--- src/tstg_pkg.sv ---
// ----------------------------------------------------------------------------
// tstg_pkg
// Shared types, constants and elaboration-time sine helpers for the table
// sine tone generator.
// ----------------------------------------------------------------------------
package tstg_pkg;

    localparam int TABLE_ENTRIES_DEF = 100;
    localparam int CFG_W             = 18;
    localparam int SAMPLE_W          = 16;

    localparam logic [CFG_W-1:0] SAMPLE_RATE_RST = 18'd48000;
    localparam logic [CFG_W-1:0] TONE_FREQ_RST   = 18'd6000;

    // pi/2 in Q61 and the Q15 amplitude
    localparam logic [63:0] HALF_PI_Q61 = 64'd3622009729038561421;
    localparam logic [63:0] AMPL        = 64'd32767;

    typedef enum logic {
        CFG_SAMPLE_RATE = 1'b0,
        CFG_TONE_FREQ   = 1'b1
    } cfg_index_t;

    typedef enum logic [2:0] {
        ST_IDLE,
        ST_PROD,
        ST_DIV,
        ST_ROM,
        ST_OUT
    } state_t;

    typedef struct packed {
        logic phase_upd;
        logic prod_load;
        logic div_step;
        logic rom_rd;
        logic out_load;
    } dp_cmd_t;

    // (a * b) >> 61, kept to 64 bits
    function automatic logic [63:0] mul_q61(input logic [63:0] a, input logic [63:0] b);
        logic [127:0] p;
        p = {64'd0, a} * {64'd0, b};
        return p[124:61];
    endfunction

    // trunc(32767 * sin(x)) for x in Q61, 0 < x < pi/2, by taylor series
    function automatic logic [63:0] sine_mag(input logic [63:0] x);
        logic [63:0] x2;
        logic [63:0] term;
        logic [63:0] sum;
        x2   = mul_q61(x, x);
        term = x;
        sum  = x;
        term = mul_q61(term, x2) / 64'd6;   sum = sum - term;
        term = mul_q61(term, x2) / 64'd20;  sum = sum + term;
        term = mul_q61(term, x2) / 64'd42;  sum = sum - term;
        term = mul_q61(term, x2) / 64'd72;  sum = sum + term;
        term = mul_q61(term, x2) / 64'd110; sum = sum - term;
        term = mul_q61(term, x2) / 64'd156; sum = sum + term;
        term = mul_q61(term, x2) / 64'd210; sum = sum - term;
        term = mul_q61(term, x2) / 64'd272; sum = sum + term;
        term = mul_q61(term, x2) / 64'd342; sum = sum - term;
        term = mul_q61(term, x2) / 64'd420; sum = sum + term;
        term = mul_q61(term, x2) / 64'd506; sum = sum - term;
        term = mul_q61(term, x2) / 64'd600; sum = sum + term;
        return ((sum >> 15) * AMPL) >> 46;
    endfunction

endpackage

--- src/table_sine_tone_generator.sv ---
// An accepted item passes through phase update, product, a serial divide that
// yields one index bit per cycle, table read and output load; s_ready stays low
// until the item is handed off, so no new item is taken before then.
// An item flagged overrun is taken and dropped and gives no result.
// Reset (aresetn low, synchronous) clears the phase to zero, the rate to 48000
// and the tone to 6000; the sine table is constant and needs no fill.
// ----------------------------------------------------------------------------
// table_sine_tone_generator
// Direct digital synthesis tone source: hertz phase accumulator, index
// divide by sample rate and a Q15 sine table, same sample on both channels.
// ----------------------------------------------------------------------------
module table_sine_tone_generator #(
    parameter int TABLE_ENTRIES = tstg_pkg::TABLE_ENTRIES_DEF
) (
    input  logic                                 aclk,
    input  logic                                 aresetn,
    input  logic                                 cfg_wr_en,
    input  logic                                 cfg_index,
    input  logic [tstg_pkg::CFG_W-1:0]           cfg_wdata,
    input  logic                                 s_valid,
    output logic                                 s_ready,
    input  logic                                 s_overrun,
    output logic                                 m_valid,
    input  logic                                 m_ready,
    output logic signed [tstg_pkg::SAMPLE_W-1:0] m_left_sample,
    output logic signed [tstg_pkg::SAMPLE_W-1:0] m_right_sample
);
    import tstg_pkg::*;

    localparam int IDX_W = $clog2(TABLE_ENTRIES);

    dp_cmd_t                    cmd;
    logic signed [SAMPLE_W-1:0] sample;

    tstg_ctrl #(
        .IDX_W (IDX_W)
    ) u_ctrl (
        .aclk      (aclk),
        .aresetn   (aresetn),
        .s_valid   (s_valid),
        .s_ready   (s_ready),
        .s_overrun (s_overrun),
        .m_valid   (m_valid),
        .m_ready   (m_ready),
        .cmd       (cmd)
    );

    tstg_datapath #(
        .TABLE_ENTRIES (TABLE_ENTRIES),
        .IDX_W         (IDX_W)
    ) u_datapath (
        .aclk      (aclk),
        .aresetn   (aresetn),
        .cfg_wr_en (cfg_wr_en),
        .cfg_index (cfg_index),
        .cfg_wdata (cfg_wdata),
        .cmd       (cmd),
        .sample    (sample)
    );

    assign m_left_sample  = sample;
    assign m_right_sample = sample;

endmodule

--- src/tstg_sine_rom.sv ---
// ----------------------------------------------------------------------------
// tstg_sine_rom
// Constant Q15 sine table, one full period, with a registered read port.
// ----------------------------------------------------------------------------
module tstg_sine_rom #(
    parameter int TABLE_ENTRIES = tstg_pkg::TABLE_ENTRIES_DEF,
    parameter int ADDR_W        = $clog2(TABLE_ENTRIES)
) (
    input  logic                                aclk,
    input  logic                                rd_en,
    input  logic [ADDR_W-1:0]                   addr,
    output logic signed [tstg_pkg::SAMPLE_W-1:0] q
);
    import tstg_pkg::*;

    logic signed [SAMPLE_W-1:0] rom_word [TABLE_ENTRIES];
    logic signed [SAMPLE_W-1:0] q_reg;

    // entries built at elaboration by folding onto the first quarter wave
    for (genvar i = 0; i < TABLE_ENTRIES; i++) begin : g_entry
        localparam int unsigned T0  = 4 * i;
        localparam logic        NEG = (T0 >= 2 * TABLE_ENTRIES);
        localparam int unsigned T1  = NEG ? (T0 - 2 * TABLE_ENTRIES) : T0;
        localparam int unsigned T2  = (T1 > TABLE_ENTRIES) ? (2 * TABLE_ENTRIES - T1) : T1;
        localparam logic [63:0] XQ  = (HALF_PI_Q61 / TABLE_ENTRIES) * T2
                                    + ((HALF_PI_Q61 % TABLE_ENTRIES) * T2) / TABLE_ENTRIES;
        localparam logic [63:0] MAG = (T2 == 0) ? 64'd0 :
                                      ((T2 >= TABLE_ENTRIES) ? AMPL : sine_mag(XQ));
        localparam logic [SAMPLE_W-1:0] WORD = NEG ? (16'd0 - MAG[15:0]) : MAG[15:0];
        assign rom_word[i] = WORD;
    end

    always_ff @(posedge aclk) begin
        if (rd_en) begin
            q_reg <= rom_word[addr];
        end
    end

    assign q = q_reg;

endmodule

--- src/tstg_datapath.sv ---
// ----------------------------------------------------------------------------
// tstg_datapath
// Config registers, phase accumulator, serial index divider, sine lookup
// and output sample register.
// ----------------------------------------------------------------------------
module tstg_datapath #(
    parameter int TABLE_ENTRIES = tstg_pkg::TABLE_ENTRIES_DEF,
    parameter int IDX_W         = $clog2(TABLE_ENTRIES)
) (
    input  logic                                 aclk,
    input  logic                                 aresetn,
    input  logic                                 cfg_wr_en,
    input  logic                                 cfg_index,
    input  logic [tstg_pkg::CFG_W-1:0]           cfg_wdata,
    input  tstg_pkg::dp_cmd_t                    cmd,
    output logic signed [tstg_pkg::SAMPLE_W-1:0] sample
);
    import tstg_pkg::*;

    localparam int PROD_W = CFG_W + IDX_W;

    logic [CFG_W-1:0]           rate_reg;
    logic [CFG_W-1:0]           tone_reg;
    logic [CFG_W-1:0]           phase_reg;
    logic [CFG_W-1:0]           phase_next;
    logic [CFG_W-1:0]           rem_reg;
    logic [CFG_W-1:0]           rem_next;
    logic [IDX_W-1:0]           quo_reg;
    logic [IDX_W-1:0]           quo_next;
    logic signed [SAMPLE_W-1:0] sample_reg;

    logic [CFG_W-1:0]  rate_eff;
    logic [CFG_W-1:0]  tone_eff;
    logic [CFG_W:0]    sum;
    logic [CFG_W:0]    wrapped;
    logic [PROD_W-1:0] prod;
    logic [CFG_W:0]    trial;
    logic              trial_ge;
    logic [IDX_W-1:0]  rom_addr;
    logic signed [SAMPLE_W-1:0] rom_q;

    // config writes
    always_ff @(posedge aclk) begin
        if (!aresetn) begin
            rate_reg <= SAMPLE_RATE_RST;
            tone_reg <= TONE_FREQ_RST;
        end else if (cfg_wr_en) begin
            unique case (cfg_index_t'(cfg_index))
                CFG_SAMPLE_RATE: rate_reg <= cfg_wdata;
                CFG_TONE_FREQ:   tone_reg <= cfg_wdata;
                default: ;
            endcase
        end
    end

    // phase step: a zero rate acts as one, tone clamped below rate
    always_comb begin
        rate_eff = (rate_reg == '0) ? CFG_W'(1) : rate_reg;
        tone_eff = (tone_reg >= rate_eff) ? (rate_eff - CFG_W'(1)) : tone_reg;
        sum      = {1'b0, phase_reg} + {1'b0, tone_eff};
        wrapped  = (sum >= {1'b0, rate_eff}) ? (sum - {1'b0, rate_eff}) : sum;
        // still out of range only after the rate was lowered
        phase_next = (wrapped >= {1'b0, rate_eff}) ? '0 : wrapped[CFG_W-1:0];
    end

    always_ff @(posedge aclk) begin
        if (!aresetn) begin
            phase_reg <= '0;
        end else if (cmd.phase_upd) begin
            phase_reg <= phase_next;
        end
    end

    // restoring divide of phase*entries by rate, one quotient bit a cycle
    always_comb begin
        prod     = PROD_W'(phase_reg) * PROD_W'(TABLE_ENTRIES);
        trial    = {rem_reg, quo_reg[IDX_W-1]};
        trial_ge = (trial >= {1'b0, rate_eff});
        rem_next = rem_reg;
        quo_next = quo_reg;
        if (cmd.prod_load) begin
            rem_next = prod[PROD_W-1:IDX_W];
            quo_next = prod[IDX_W-1:0];
        end else if (cmd.div_step) begin
            rem_next = trial_ge ? CFG_W'(trial - {1'b0, rate_eff}) : trial[CFG_W-1:0];
            quo_next = {quo_reg[IDX_W-2:0], trial_ge};
        end
    end

    always_ff @(posedge aclk) begin
        rem_reg <= rem_next;
        quo_reg <= quo_next;
    end

    assign rom_addr = ({1'b0, quo_reg} >= (IDX_W + 1)'(TABLE_ENTRIES)) ?
                      IDX_W'(TABLE_ENTRIES - 1) : quo_reg;

    tstg_sine_rom #(
        .TABLE_ENTRIES (TABLE_ENTRIES),
        .ADDR_W        (IDX_W)
    ) u_rom (
        .aclk  (aclk),
        .rd_en (cmd.rom_rd),
        .addr  (rom_addr),
        .q     (rom_q)
    );

    always_ff @(posedge aclk) begin
        if (cmd.out_load) begin
            sample_reg <= rom_q;
        end
    end

    assign sample = sample_reg;

endmodule

--- src/tstg_ctrl.sv ---
// ----------------------------------------------------------------------------
// tstg_ctrl
// Sequencer for one item: phase update, product, serial divide, table read
// and hand-off to the output register.
// ----------------------------------------------------------------------------
module tstg_ctrl #(
    parameter int IDX_W = $clog2(tstg_pkg::TABLE_ENTRIES_DEF)
) (
    input  logic              aclk,
    input  logic              aresetn,
    input  logic              s_valid,
    output logic              s_ready,
    input  logic              s_overrun,
    output logic              m_valid,
    input  logic              m_ready,
    output tstg_pkg::dp_cmd_t cmd
);
    import tstg_pkg::*;

    localparam int CNT_W = $clog2(IDX_W + 1);

    state_t           state_reg;
    state_t           state_next;
    logic [CNT_W-1:0] cnt_reg;
    logic [CNT_W-1:0] cnt_next;
    logic             out_valid_reg;
    logic             out_valid_next;

    always_ff @(posedge aclk) begin
        if (!aresetn) begin
            state_reg     <= ST_IDLE;
            cnt_reg       <= '0;
            out_valid_reg <= 1'b0;
        end else begin
            state_reg     <= state_next;
            cnt_reg       <= cnt_next;
            out_valid_reg <= out_valid_next;
        end
    end

    always_comb begin
        state_next = state_reg;
        cnt_next   = cnt_reg;
        cmd        = '0;
        s_ready    = 1'b0;
        unique case (state_reg)
            ST_IDLE: begin
                s_ready = 1'b1;
                // overrun items are taken and dropped
                if (s_valid && !s_overrun) begin
                    cmd.phase_upd = 1'b1;
                    state_next    = ST_PROD;
                end
            end
            ST_PROD: begin
                cmd.prod_load = 1'b1;
                cnt_next      = CNT_W'(IDX_W - 1);
                state_next    = ST_DIV;
            end
            ST_DIV: begin
                cmd.div_step = 1'b1;
                if (cnt_reg == '0) begin
                    state_next = ST_ROM;
                end else begin
                    cnt_next = cnt_reg - CNT_W'(1);
                end
            end
            ST_ROM: begin
                cmd.rom_rd = 1'b1;
                state_next = ST_OUT;
            end
            ST_OUT: begin
                if (!out_valid_reg || m_ready) begin
                    cmd.out_load = 1'b1;
                    state_next   = ST_IDLE;
                end
            end
            default: begin
                state_next = ST_IDLE;
            end
        endcase
        out_valid_next = cmd.out_load ? 1'b1 : (m_ready ? 1'b0 : out_valid_reg);
    end

    assign m_valid = out_valid_reg;

endmodule
--- config.mk ---
export PLATFORM = sky130hd
export DESIGN_NAME = table_sine_tone_generator
export DESIGN_NICKNAME = d
export VERILOG_FILES = /design/src/tstg_pkg.sv /design/src/table_sine_tone_generator.sv /design/src/tstg_sine_rom.sv /design/src/tstg_datapath.sv /design/src/tstg_ctrl.sv
export SDC_FILE = /design/constraint.sdc
export NUM_CORES = 1
export LEC_CHECK = 0
export BUFFER_PORTS_ARGS = -buffer_cell sky130_fd_sc_hd__clkbuf_2
export CELL_PAD_IN_SITES_DETAIL_PLACEMENT = 0
export CELL_PAD_IN_SITES_GLOBAL_PLACEMENT = 1
export CORE_MARGIN = 5
export CORE_UTILIZATION = 42
export DETAILED_ROUTE_END_ITERATION = 16
export PLACE_DENSITY_LB_ADDON = 0.1
export SYNTH_ARGS = -nofsm -noshare
export SYNTH_HDL_FRONTEND = slang
export SYNTH_HIERARCHICAL = 1
export SYNTH_SLANG_ARGS = --single-unit
--- constraint.sdc ---
create_clock -name aclk -period 13.14 [get_ports aclk]
set_clock_uncertainty 0.15 [all_clocks]
set_input_delay 0.657 -clock aclk [delete_from_list [all_inputs] [get_ports aclk]]
set_output_delay 0.657 -clock aclk [all_outputs]
set_load 0.1 [all_outputs]
==> results by group <==
Timing
  • Tmin final: 11.35 ns
  • Slew @ Worst Pin: 1.12 ns
  • Final setup viols: 0
  • Final TNS setup: 0 ns
  • Period utilization: 0.864
  • RSZ-0062 raised after global routing: no
  • Slew Limit Fails: 0
  • Max Clk Rate: slightly below 90 MHz
  • Worst rel slew slack: 0.233
  • Endpoints failing hold: 0

Synth
  • Yosys Warn Count: 6
  • Post-synthesis register bit count: 118
  • Number of synthesized flops with an enable pin: 55
  • Top-count cell post-synth: ha_1
  • Mean post-synth cell area: 8.48 sq um
  • Unique masters post-synth: 97
  • Synth top cells by count: ha_1 (161), nand2_1 (142), inv_1 (119), a21oi_1 (80), nor2_1 (78)
  • Synth area leaders: ha_1 (16%), edfxtp_1 (13%), dfxtp_1 (9.9%)
  • FFs w/ async S/R, synth: 0
  • Share of the yosys chip area belonging to registers: 0.228
  • Post-Syn Area: 12,800 sq um
  • Syn Nets: between 1,500 and 2,000
  • Share of the synthesized area in the top cell type: 0.157
  • Post-synthesis cell count: 1,509
  • Yosys top cell by area: ha_1
  • Main synth FF type: dfxtp_1

Floorplanning
  • Initial Utilization: 0.422
  • Die ar.: 34,100 sq um
  • Rows: 64
  • Core ar.: just over 30,000 sq um
  • Chip width: approximately 180 um
  • Die Y: between 150 and 200 um
  • I/O pins: 59

Global routing
  • Largest net degree at the start of global routing: 83
  • First-pass GRT wire length: ~60,000 um
  • Gr usage total: 0.229
  • Vias in the first global route: 10,700
  • Antenna violations before repair: 0
  • Remaining Overflow, GRT: 0

Setup path
  • Setup CP Type: reg2reg
  • Worst R2R Setup Slack: about 1.8 ns
  • Startpoint Class: flip-flop
  • Crit path from: u_datapath/rate_reg[9]$_SDFFE_PN1P_
  • Reg2reg path depth: 39
  • Critical Path Sink: u_datapath/phase_reg[0]$_SDFFE_PN0P_
  • Worst endpoint required time: 13.37 ns
  • FF-to-FF End: u_datapath/phase_reg[0]$_SDFFE_PN0P_
  • RR Startpoint: u_datapath/rate_reg[9]$_SDFFE_PN1P_
  • Worst EP arrival: 11.57 ns
  • Critical path's slowest cell: a211oi_4
  • Critical Path End Type: flip-flop
  • Critical Path Fanout Max: 20
  • Worst path max stage delay: 0.77 ns

CTS
  • CTS Sinks: approximately 120
  • Root buffer cell: clkbuf_16
  • Hold Buf Count CTS: 0
  • Clk_lat worst skew: 0.43 ns
  • Bufs on Longest Clock Path: 2
  • Clock Pin Slew Worst Setup and Hold Paths: 0.06 ns
  • Num CTS Buffers: 17
  • H-tree depth: 4
  • TritonCTS clock tree: yes
  • Post-CTS setup buffer count: 0
  • Post_cts resized: 0

Status
  • Status: finished clean

Finish
  • Ant diodes: 0
  • Fin util: 0.455
  • Final #Nets: 1,707
  • Share of cells above drive strength 1: 0.101
  • Layout Area Growth over Synthesis: 7.92%

Detailed routing
  • Vias: 11,200
  • DR iter-0 viols: 996
  • Routed Antenna Nets: 0
  • Final wirelength: 38,600 um
  • Remaining DRCs: 0
  • Vias/cell: 5.84
  • Drt wl/cell: 20.2 um
  • Drt first pass iters: 5

Power and ir drop
  • Pwr/cell area: between 150 and 200 nW/um^2
  • P_sw: 1.19 mW
  • Switching Share: 0.459
  • VDD IR max: 0.150 mV
  • Combinational share of power: 0.604
  • Int Power: about 1.4 mW
  • Final Power: between 2 and 3 mW
  • Pleak: 5.96 nW
  • Share of power burned in registers: 0.193
  • Clock share of power: 0.203

Run
  • Max cap viols: 0

Place
  • I/O Buffers: 58
  • DP HPWL: around 29,000 um
  • Gpl congestion: 0.957

Min path
  • Hold Crit Class: reg2reg
critical path, delay by kind of cell (launching register included):
kind / cells / cell delay [ns]
AOI/OAI and AO/OA: 22 / 5.60
xor gates and xnor gates: 1 / 0.11
adders and majority gates: 5 / 1.63
buffers and inverters: 1 / 0.22
DFF: 1 / 0.37
muxes: 2 / 0.55
and+or+nand+nor: 8 / 2.61
worst min path at each step:
stage / startpoint / to / slack [ns] / cells past startpoint
after floorplan: u_datapath/u_rom/q[0]$_DFFE_PP_ / u_datapath/sample[0]$_DFFE_PP_ / 0.25 / 0
after global placement: u_datapath/u_rom/q[11]$_DFFE_PP_ / u_datapath/sample[11]$_DFFE_PP_ / 0.25 / 0
after detailed placement: u_datapath/u_rom/q[13]$_DFFE_PP_ / u_datapath/sample[13]$_DFFE_PP_ / 0.25 / 0
after CTS: u_datapath/u_rom/q[13]$_DFFE_PP_ / u_datapath/sample[13]$_DFFE_PP_ / 0.26 / 0
after global routing: u_datapath/u_rom/q[13]$_DFFE_PP_ / u_datapath/sample[13]$_DFFE_PP_ / 0.27 / 0
final: u_datapath/u_rom/q[15]$_SDFFCE_PP1P_ / u_datapath/sample[15]$_DFFE_PP_ / 0.26 / 0
per-layer routing:
layer | track usage | share of wire
met1 | 0.342 | 0.50
met4 | 0.0639 | 0.018
met5 | 0 | 0
met2 | 0.338 | 0.43
met3 | 0.0403 | 0.057
cells by family after synthesis:
family / Yosys count / share of synthesized area
adder cells (fa/ha/maj): 177 / 0.182
XOR/XNOR: 77 / 0.0527
AND/OR/NAND/NOR: 442 / 0.173
flip-flops: 118 / 0.228
AO/OA/AOI/OAI: 416 / 0.230
multiplexers: 68 / 0.0595
buffers and inverters: 211 / 0.0744
cell type report:
class / count / area [sq um]
Clock buffer: 17 / 425
Clock inverter: 15 / 226
Fill cell: 3021 / 16500
Inverter: 121 / 454
Multi-Input combinational cell: 1180 / 8940
Sequential cell: 118 / 2910
Tap cell: 396 / 495
Timing Repair Buffer: 67 / 358
placed cells by master (no fill, tap or decap), types with 34 or more instances in the layout:
cell type,instances
ha_1,161
nand2_1,142
inv_1,119
a21oi_1,80
nor2_1,78
o21ai_0,68
dfxtp_1,63
clkbuf_2,58
xnor2_1,55
edfxtp_1,55
nand3_1,48
mux2i_1,34
per-stage QoR:
step,worst slack [ns],hold WS (ns),cells,instance area (sq um)
2_1_floorplan,4.00,0.250,1509,12800
3_3_place_gp,2.15,0.255,1882,13200
3_5_place_dp,2.00,0.255,1882,13200
4_1_cts,1.90,0.263,1914,13800
5_1_grt,1.03,0.275,1914,13800
6_report,1.79,0.259,1914,13800
power groups by stage:
stage               clock [mW]  combinational [mW]  sequential [mW]
finish                   0.527                1.56            0.499
global route             0.553                1.74            0.504
CTS                      0.540                1.54            0.500
detailed placement           0                1.53            0.507
global placement             0                1.54            0.509
floorplan                    0                1.19            0.482
Power figures use the tool's default switching activity.
